## config.mk

```make
export PLATFORM = sky130hd
export DESIGN_NAME = scalar_kalman_smoother_unit
export DESIGN_NICKNAME = d
export VERILOG_FILES = /design/src/hw/rtl/ksm_pkg.sv /design/src/hw/rtl/ksm_div.sv /design/src/hw/rtl/ksm_mul.sv /design/src/hw/rtl/scalar_kalman_smoother_unit.sv
export SDC_FILE = /design/constraint.sdc
export NUM_CORES = 2
export LEC_CHECK = 0
export ABC_AREA = 1
export CORE_MARGIN = 2
export CORE_UTILIZATION = 45
export CTS_BUF_LIST = sky130_fd_sc_hd__clkbuf_2
export CTS_CLUSTER_DIAMETER = 60
export DETAILED_ROUTE_END_ITERATION = 16
export DONT_BUFFER_PORTS = 1
export PLACE_DENSITY = 0.68
export SYNTH_ARGS = -nofsm -noshare
export SYNTH_HDL_FRONTEND = slang
export SYNTH_SLANG_ARGS = --single-unit
```

## constraint.sdc

```tcl
create_clock -name i_clk -period 13.7 [get_ports i_clk]
set_clock_uncertainty 0.15 [all_clocks]
set_input_delay 2.055 -clock i_clk [delete_from_list [all_inputs] [get_ports i_clk]]
set_output_delay 2.055 -clock i_clk [all_outputs]
set_load 0.02 [all_outputs]
```

## src/hw/rtl/ksm_pkg.sv

```systemverilog
`default_nettype none

package ksm_pkg;

    localparam int MEAS_W    = 32;
    localparam int VAR_W     = 48;
    localparam int SUM_W     = VAR_W + 1;
    localparam int QUO_W     = 33;
    localparam int MUL_W     = 33;
    localparam int PROD_W    = 2 * MUL_W;
    localparam int REM_W     = SUM_W + 1;
    localparam int DIV_STEPS = 32;
    localparam int CNT_W     = 5;
    localparam int ADDR_W    = 4;
    localparam int DATA_W    = 64;
    localparam int HALF_W    = 16;

    localparam logic [VAR_W-1:0] VAR_MAX     = {VAR_W{1'b1}};
    localparam logic [VAR_W-1:0] NOISE_RESET = 48'h0001_0000_0000;

    // Register index codes, taken from the top address bit.
    localparam logic REG_NOISE_VAR = 1'b0;

    typedef enum logic [14:0] {
        ST_IDLE = 15'h0001,
        ST_SQ   = 15'h0002,
        ST_PRED = 15'h0004,
        ST_SUM  = 15'h0008,
        ST_GS   = 15'h0010,
        ST_GW   = 15'h0020,
        ST_HS   = 15'h0040,
        ST_HW   = 15'h0080,
        ST_MGL  = 15'h0100,
        ST_MGH  = 15'h0200,
        ST_UPX  = 15'h0400,
        ST_MHL  = 15'h0800,
        ST_MHH  = 15'h1000,
        ST_UPV  = 15'h2000,
        ST_FIN  = 15'h4000
    } t_state;

    typedef struct packed {
        logic             start;
        logic [VAR_W-1:0] num;
        logic [SUM_W-1:0] den;
    } t_div_req;

    typedef struct packed {
        logic             done;
        logic [QUO_W-1:0] quo;
    } t_div_rsp;

endpackage

`default_nettype wire

```

## src/hw/rtl/ksm_div.sv

```systemverilog
`default_nettype none

module ksm_div (
    input  wire               i_clk,
    input  wire               i_rst_n,
    input  wire ksm_pkg::t_div_req i_req,
    output ksm_pkg::t_div_rsp o_rsp
);

    logic                          r_busy;
    logic                          r_done;
    logic [ksm_pkg::CNT_W-1:0]     r_cnt;
    logic [ksm_pkg::REM_W-1:0]     r_rem;
    logic [ksm_pkg::QUO_W-1:0]     r_quo;
    logic [ksm_pkg::SUM_W-1:0]     r_den;

    logic [ksm_pkg::REM_W-1:0]     rem2;
    logic                          fits;

    assign rem2 = {r_rem[ksm_pkg::REM_W-2:0], 1'b0};
    assign fits = rem2 >= {1'b0, r_den};

    always_ff @(posedge i_clk) begin
        if (!i_rst_n) begin
            r_busy <= 1'b0;
            r_done <= 1'b0;
            r_cnt  <= '0;
        end else begin
            r_done <= 1'b0;
            if (i_req.start) begin
                r_busy <= 1'b1;
                r_cnt  <= '0;
            end else if (r_busy) begin
                r_cnt <= r_cnt + 1'b1;
                if (r_cnt == ksm_pkg::CNT_W'(ksm_pkg::DIV_STEPS - 1)) begin
                    r_busy <= 1'b0;
                    r_done <= 1'b1;
                end
            end
        end
    end

    always_ff @(posedge i_clk) begin
        if (i_req.start) begin
            r_den <= i_req.den;
            if ({1'b0, i_req.num} == i_req.den) begin
                r_rem <= '0;
                r_quo <= ksm_pkg::QUO_W'(1);
            end else begin
                r_rem <= {2'b00, i_req.num};
                r_quo <= '0;
            end
        end else if (r_busy) begin
            if (fits) begin
                r_rem <= rem2 - {1'b0, r_den};
                r_quo <= {r_quo[ksm_pkg::QUO_W-2:0], 1'b1};
            end else begin
                r_rem <= rem2;
                r_quo <= {r_quo[ksm_pkg::QUO_W-2:0], 1'b0};
            end
        end
    end

    assign o_rsp.done = r_done;
    assign o_rsp.quo  = r_quo;

endmodule

`default_nettype wire

```

## src/hw/rtl/ksm_mul.sv

```systemverilog
`default_nettype none

module ksm_mul (
    input  wire                          i_clk,
    input  wire  [ksm_pkg::MUL_W-1:0]    i_a,
    input  wire  [ksm_pkg::MUL_W-1:0]    i_b,
    output logic [ksm_pkg::PROD_W-1:0]   o_prod
);

    always_ff @(posedge i_clk) begin
        o_prod <= i_a * i_b;
    end

endmodule

`default_nettype wire

```

## src/hw/rtl/scalar_kalman_smoother_unit.sv

```systemverilog
`default_nettype none

// Scalar Kalman smoother along a row of Q15.16 samples. Each accepted transaction
// returns one estimate transaction; a sample flagged first_of_row restarts the
// filter and returns the sample itself. The block takes one sample at a time.
// A restart sample goes from the accepting state straight to the output load;
// any other sample passes the squared difference, the predicted variance, the
// sum, two passes of the shared bit-serial divider (a start, 32 quotient steps
// and a done strobe) for the gain and the variance factor, the states MGL, MGH,
// UPX, MHL, MHH and UPV, in which a registered 33x33 multiplier forms four
// partial products and the estimate and variance are updated, and the output
// load, but skips from a zero sum to the output load. A finished estimate waits
// in an output register; the block holds in its last state while that register
// is still unread, and once the estimate is loaded the next sample is taken
// while it waits to be read. The noise variance register (unsigned Q16.32, 48
// bits, reset value 1.0) is selected by a clear top address bit (byte addresses
// 0 to 7) of the 64-bit configuration port; writes to other registers are ignored.

module scalar_kalman_smoother_unit (
    input  wire                           i_clk,
    input  wire                           i_rst_n,
    input  wire                           i_valid,
    output logic                          o_ready,
    input  wire  signed [31:0]            i_measurement,
    input  wire                           i_first_of_row,
    output logic                          o_valid,
    input  wire                           i_ready,
    output logic signed [31:0]            o_estimate,
    input  wire                           psel,
    input  wire                           penable,
    input  wire                           pwrite,
    input  wire  [ksm_pkg::ADDR_W-1:0]    paddr,
    input  wire  [ksm_pkg::DATA_W-1:0]    pwdata,
    output logic [ksm_pkg::DATA_W-1:0]    prdata,
    output logic                          pready
);

    ksm_pkg::t_state                  r_state, n_state;
    logic [ksm_pkg::VAR_W-1:0]        r_noise;
    logic [ksm_pkg::MEAS_W-1:0]       r_est;
    logic [ksm_pkg::VAR_W-1:0]        r_ev;
    logic [ksm_pkg::MEAS_W-1:0]       r_prev;
    logic [ksm_pkg::MEAS_W-1:0]       r_ad;
    logic [ksm_pkg::MEAS_W-1:0]       r_ae;
    logic                             r_eneg;
    logic [ksm_pkg::VAR_W-1:0]        r_p;
    logic [ksm_pkg::SUM_W-1:0]        r_s;
    logic [ksm_pkg::QUO_W-1:0]        r_g;
    logic [ksm_pkg::QUO_W-1:0]        r_h;
    logic [ksm_pkg::QUO_W-1:0]        r_lo;
    logic [ksm_pkg::MEAS_W-1:0]       r_out;
    logic                             r_ovalid, n_ovalid;

    logic                             accept;
    logic                             load_out;
    logic                             cfg_wr;
    logic [ksm_pkg::MEAS_W:0]         diff_d;
    logic [ksm_pkg::MEAS_W:0]         diff_e;
    logic [ksm_pkg::MUL_W-1:0]        mul_a;
    logic [ksm_pkg::MUL_W-1:0]        mul_b;
    logic [ksm_pkg::PROD_W-1:0]       prod;
    logic [64:0]                      pred_sum;
    logic [ksm_pkg::PROD_W-1:0]       acc_sum;
    logic [ksm_pkg::MEAS_W+1:0]       step;
    logic [ksm_pkg::MEAS_W+1:0]       est_next;
    ksm_pkg::t_div_req                div_req;
    ksm_pkg::t_div_rsp                div_rsp;

    assign accept   = i_valid && o_ready;
    assign o_ready  = r_state == ksm_pkg::ST_IDLE;
    assign load_out = (r_state == ksm_pkg::ST_FIN) && (!r_ovalid || i_ready);
    assign o_valid    = r_ovalid;
    assign o_estimate = r_out;

    assign pready = 1'b1;
    assign cfg_wr = psel && penable && pwrite && pready
                    && (paddr[ksm_pkg::ADDR_W-1] == ksm_pkg::REG_NOISE_VAR);
    assign prdata = (paddr[ksm_pkg::ADDR_W-1] == ksm_pkg::REG_NOISE_VAR)
                    ? {16'b0, r_noise} : '0;

    assign diff_d = {i_measurement[31], i_measurement} - {r_prev[31], r_prev};
    assign diff_e = {i_measurement[31], i_measurement} - {r_est[31], r_est};

    always_comb begin
        case (r_state)
            ksm_pkg::ST_SQ: begin
                mul_a = {1'b0, r_ad};
                mul_b = {1'b0, r_ad};
            end
            ksm_pkg::ST_MGL: begin
                mul_a = {17'b0, r_ae[15:0]};
                mul_b = r_g;
            end
            ksm_pkg::ST_MGH: begin
                mul_a = {17'b0, r_ae[31:16]};
                mul_b = r_g;
            end
            ksm_pkg::ST_MHL: begin
                mul_a = {17'b0, r_p[15:0]};
                mul_b = r_h;
            end
            ksm_pkg::ST_MHH: begin
                mul_a = {1'b0, r_p[47:16]};
                mul_b = r_h;
            end
            default: begin
                mul_a = '0;
                mul_b = '0;
            end
        endcase
    end

    ksm_mul u_mul (
        .i_clk  (i_clk),
        .i_a    (mul_a),
        .i_b    (mul_b),
        .o_prod (prod)
    );

    always_comb begin
        div_req.start = (r_state == ksm_pkg::ST_GS) || (r_state == ksm_pkg::ST_HS);
        div_req.num   = (r_state == ksm_pkg::ST_GS) ? r_p : r_noise;
        div_req.den   = r_s;
    end

    ksm_div u_div (
        .i_clk   (i_clk),
        .i_rst_n (i_rst_n),
        .i_req   (div_req),
        .o_rsp   (div_rsp)
    );

    assign pred_sum = {17'b0, r_ev} + {1'b0, prod[63:0]};
    assign acc_sum  = prod + {33'b0, r_lo};
    assign step     = r_eneg ? -{2'b00, acc_sum[47:16]} : {2'b00, acc_sum[47:16]};
    assign est_next = {{2{r_est[31]}}, r_est} + step;

    always_comb begin
        n_state = r_state;
        case (r_state)
            ksm_pkg::ST_IDLE: begin
                if (accept) begin
                    n_state = i_first_of_row ? ksm_pkg::ST_FIN : ksm_pkg::ST_SQ;
                end
            end
            ksm_pkg::ST_SQ:   n_state = ksm_pkg::ST_PRED;
            ksm_pkg::ST_PRED: n_state = ksm_pkg::ST_SUM;
            ksm_pkg::ST_SUM: begin
                if (r_p == '0 && r_noise == '0) begin
                    n_state = ksm_pkg::ST_FIN;
                end else begin
                    n_state = ksm_pkg::ST_GS;
                end
            end
            ksm_pkg::ST_GS:   n_state = ksm_pkg::ST_GW;
            ksm_pkg::ST_GW: begin
                if (div_rsp.done) begin
                    n_state = ksm_pkg::ST_HS;
                end
            end
            ksm_pkg::ST_HS:   n_state = ksm_pkg::ST_HW;
            ksm_pkg::ST_HW: begin
                if (div_rsp.done) begin
                    n_state = ksm_pkg::ST_MGL;
                end
            end
            ksm_pkg::ST_MGL:  n_state = ksm_pkg::ST_MGH;
            ksm_pkg::ST_MGH:  n_state = ksm_pkg::ST_UPX;
            ksm_pkg::ST_UPX:  n_state = ksm_pkg::ST_MHL;
            ksm_pkg::ST_MHL:  n_state = ksm_pkg::ST_MHH;
            ksm_pkg::ST_MHH:  n_state = ksm_pkg::ST_UPV;
            ksm_pkg::ST_UPV:  n_state = ksm_pkg::ST_FIN;
            ksm_pkg::ST_FIN: begin
                if (load_out) begin
                    n_state = ksm_pkg::ST_IDLE;
                end
            end
            default:          n_state = ksm_pkg::ST_IDLE;
        endcase
    end

    always_comb begin
        n_ovalid = r_ovalid;
        if (load_out) begin
            n_ovalid = 1'b1;
        end else if (r_ovalid && i_ready) begin
            n_ovalid = 1'b0;
        end
    end

    always_ff @(posedge i_clk) begin
        if (!i_rst_n) begin
            r_state  <= ksm_pkg::ST_IDLE;
            r_ovalid <= 1'b0;
            r_noise  <= ksm_pkg::NOISE_RESET;
            r_est    <= '0;
            r_ev     <= '0;
            r_prev   <= '0;
        end else begin
            r_state  <= n_state;
            r_ovalid <= n_ovalid;
            if (cfg_wr) begin
                r_noise <= pwdata[ksm_pkg::VAR_W-1:0];
            end
            if (accept) begin
                r_prev <= i_measurement;
                if (i_first_of_row) begin
                    r_est <= i_measurement;
                    r_ev  <= '0;
                end
            end
            if (r_state == ksm_pkg::ST_SUM && r_p == '0 && r_noise == '0) begin
                r_ev <= '0;
            end
            if (r_state == ksm_pkg::ST_UPX) begin
                r_est <= est_next[ksm_pkg::MEAS_W-1:0];
            end
            if (r_state == ksm_pkg::ST_UPV) begin
                r_ev <= acc_sum[63:16];
            end
        end
    end

    always_ff @(posedge i_clk) begin
        if (accept) begin
            r_ad   <= diff_d[ksm_pkg::MEAS_W] ? -diff_d[ksm_pkg::MEAS_W-1:0]
                                              : diff_d[ksm_pkg::MEAS_W-1:0];
            r_ae   <= diff_e[ksm_pkg::MEAS_W] ? -diff_e[ksm_pkg::MEAS_W-1:0]
                                              : diff_e[ksm_pkg::MEAS_W-1:0];
            r_eneg <= diff_e[ksm_pkg::MEAS_W];
        end
        if (r_state == ksm_pkg::ST_PRED) begin
            r_p <= (pred_sum[64:48] != '0) ? ksm_pkg::VAR_MAX : pred_sum[47:0];
        end
        if (r_state == ksm_pkg::ST_SUM) begin
            r_s <= {1'b0, r_p} + {1'b0, r_noise};
        end
        if (r_state == ksm_pkg::ST_GW && div_rsp.done) begin
            r_g <= div_rsp.quo;
        end
        if (r_state == ksm_pkg::ST_HW && div_rsp.done) begin
            r_h <= div_rsp.quo;
        end
        if (r_state == ksm_pkg::ST_MGH || r_state == ksm_pkg::ST_MHH) begin
            r_lo <= prod[48:16];
        end
        if (load_out) begin
            r_out <= r_est;
        end
    end

endmodule

`default_nettype wire

```

==> run_results.csv <==
group,metric,value,unit
setup_path,crit_top_cell,"fa_1",
setup_path,crit_buf_inv,8,
finish,final.fill_count,17800,
route,via_count,70800,
clocking,postCtsSetupRepairBufs,0,
finish,drive_above_1_share,4.91,%
die,start_util,45.3,%
synth,synth_seq_cells,671,
clocking,cts_made_buffers,176,
finish,fin_nets,12000,
die,ios,207,
run,cap_violations,0,
placed_design,dp_hpwl,229000,um
global_routing,grt_pass1_wl,422000,um
clocking,root_buffer,"clkbuf_2",
run_status,status,"finished clean",
finish,layout_common_cells,"nand2_1 (2211), inv_1 (2201), nor2_1 (1042)",
synth,avgSynthCellArea,7.71,sq um
power,p_per_area,58.5,mW/mm^2
synth,async_flop_share,0,%
route,first_pass_iters,9,
route,drc,0,
route,wl,276000,um
route,ant_nets,0,
synth,yosys.cell_types.count,74,
placed_design,gp_congestion,1.01,
clocking,cts_tree,"done",
clocking,cts.sink_count,671,
finish,final_util,47.6,%
route,post_drt_via_cell_ratio,5.47,
setup_path,cpMaxStageDelayCell,"inv_1",
clocking,h-tree-depth,4,
sta,relSlewSlack,18.3,%
synth,synthTopCellsByArea,"fa_1 (23%), edfxtp_1 (16%), nand2_1 (10%)",
setup_path,cp_num_cells,37,
min_path,hold_class,"flop to flop",
die,dieHeight,428,um
die,rows,155,
synth,syn-cell-area,0.0808,sq mm
synth,synth_top_cell_area_share,23.1,%
synth,syn_inst,10500,
sta,slew_viol_final,0,
clocking,holdBufCountCts,0,
global_routing,grt_usage,30.3,%
setup_path,reg2reg_depth,37,
placed_design,port_buffers,0,
sta,hold_violations,0,
global_routing,grt-ovfl-total,0,
die,core_area,0.178,sq mm
synth,yosysWarnings,0,
route,wl_per_cell,21.4,um
sta,timing.fmax,85.3,MHz
sta,setup_viol,0,
power,leakage,0.0418,uW
global_routing,antenna_found_initial,4,
clocking,ctsResizeCount,0,
global_routing,grt_pass1_vias,70500,
setup_path,startpoint_type,"flop",
global_routing,grt_max_degree,95,
finish,fin_cells,12900,
finish,seq_area,0.0177,sq mm
route,drtIter0Drc,6238,
setup_path,slowest_delay,800,ps
setup_path,required,15050,ps
setup_path,crit_arrival,13060,ps
synth,synth-seq-area-share,21.9,%
synth,ys.flop_type,"edfxtp_1",
setup_path,path_delay_family,"adder cells",
die,die_x,428,um
synth,synth_edf_count,424,
clocking,clock_latency,1660,ps
finish,final_common_cell,"nand2_1",
setup_path,worstSetupPathType,"flop to flop",
sta,rsz0062_at_grt,"no",
die,dieArea,0.183,sq mm
power,peakVddDrop,67.8,uV
sta,fin_crit_sh,85.5,%
sta,final.setup.tns,0,ps
finish,area_growth,5.08,%
synth,synth_top_area_cell,"fa_1",
placed_design,dp.cells,12600,
clocking,clkTransAtPathRegs,110,ps
sta,tightest_slew,1220,ps
clocking,cts_buffer_depth,3,
setup_path,end_kind,"flop",
sta,layout_min_cycle_time,11720,ps
min_path,hold_path_depth,0,
setup_path,critPathMaxFanout,22,
finish,multi_input_comb_area,0.0534,sq mm
registers in the layout, summed over array words and instances, names as in the netlist, 33 cells and up:
name	flops
u_div.r_quo	33
u_div.r_den	49
r_g	33
r_lo	33
u_mul.o_prod	64
r_s	49
r_noise	48
r_p	48
r_h	33
r_ev	48
u_div.r_rem	49
where the power goes:
part / total (uW) / switching, uW / internal [uW] / leakage, uW
registers: 2310 / 63.7 / 2250 / 0.00592
logic: 1070 / 773 / 297 / 0.0346
clock network: 1590 / 938 / 648 / 0.00133
total: 4970 / 1770 / 3190 / 0.0418
worst reg2reg max path, delay by kind of cell (launching register included):
kind                     cells  cell delay, ps
XOR/XNOR                     1             210
flip-flops                   1             370
AND/OR/NAND/NOR             13            2990
AO/OA/AOI/OAI                6            1590
buffers and inverters        8            1850
adder cells (fa/ha/maj)      9            4500
path summary, 6_finish.rpt:
check / from / to / slack (ps)
setup reg to reg: r_state[0] / u_mul.o_prod[58] / 1980
setup / recovery: r_state[0] / u_mul.o_prod[58] / 1980
hold reg to reg: u_div.r_quo[11] / r_g[11] / 260
hold / removal: u_div.r_quo[11] / r_g[11] / 260
metrics by stage:
stage | hold WS (ps) | area, sq um | total power, uW | worst slack (ps)
2_1_floorplan | 253 | 80900 | 3060 | 5350
3_3_place_gp | 276 | 83100 | 3390 | 2330
3_5_place_dp | 282 | 83100 | 3400 | 2310
4_1_cts | 211 | 84900 | 4980 | 2250
5_1_grt | 242 | 84900 | 5220 | 1430
6_report | 263 | 84900 | 4970 | 1980
cell type report:
cell class	count	share of cell area, %
clock inverter	67	0.613
timing repair buffer	83	0.734
antenna	8	0.0236
inverter	2243	9.92
multi-input combinational	7260	62.9
clock buffer	260	1.53
sequential	671	20.8
tap	2355	3.47
cells by family after synthesis:
group / share of synthesized area (%)
adders and majority gates: 31.3
and+or+nand+nor: 20.2
buffers and inverters: 12.3
DFF: 21.9
xor gates and xnor gates: 4.03
other: 0.00929
AOI/OAI and AO/OA: 10.2
per-layer routing:
metal | vias to the layer above | wire, um | global-route usage [%]
met5 | - | 13 | 0
met4 | 2 | 10700 | 10.9
met3 | 516 | 20800 | 4.52
met2 | 3015 | 125000 | 48.0
met1 | 34400 | 120000 | 42.0
li1 | 32800 | - | -
cell usage after synthesis (8+ instances only):
cell and n:
nand2_1 2213, inv_1 2203, nor2_1 1059, fa_1 931, a21oi_1 627, ha_1 535, edfxtp_1 424, o21ai_0 376
nand3_1 324, dfxtp_1 247, xor2_1 245, clkbuf_1 144, nand4_1 138, buf_2 136, xnor2_1 127, nor3_1 110
a31oi_1 69, o211ai_1 59, nor4_1 53, o21ai_1 51, buf_4 34, inv_2 34, o21a_1 34, a221oi_1 30
a21o_1 28, nand3b_1 24, o21bai_1 22, a21boi_0 20, o221ai_1 15, or2_2 15, a221oi_2 13, and3_1 13
o31ai_1 13, a22o_1 8
Power figures use the tool's default switching activity.
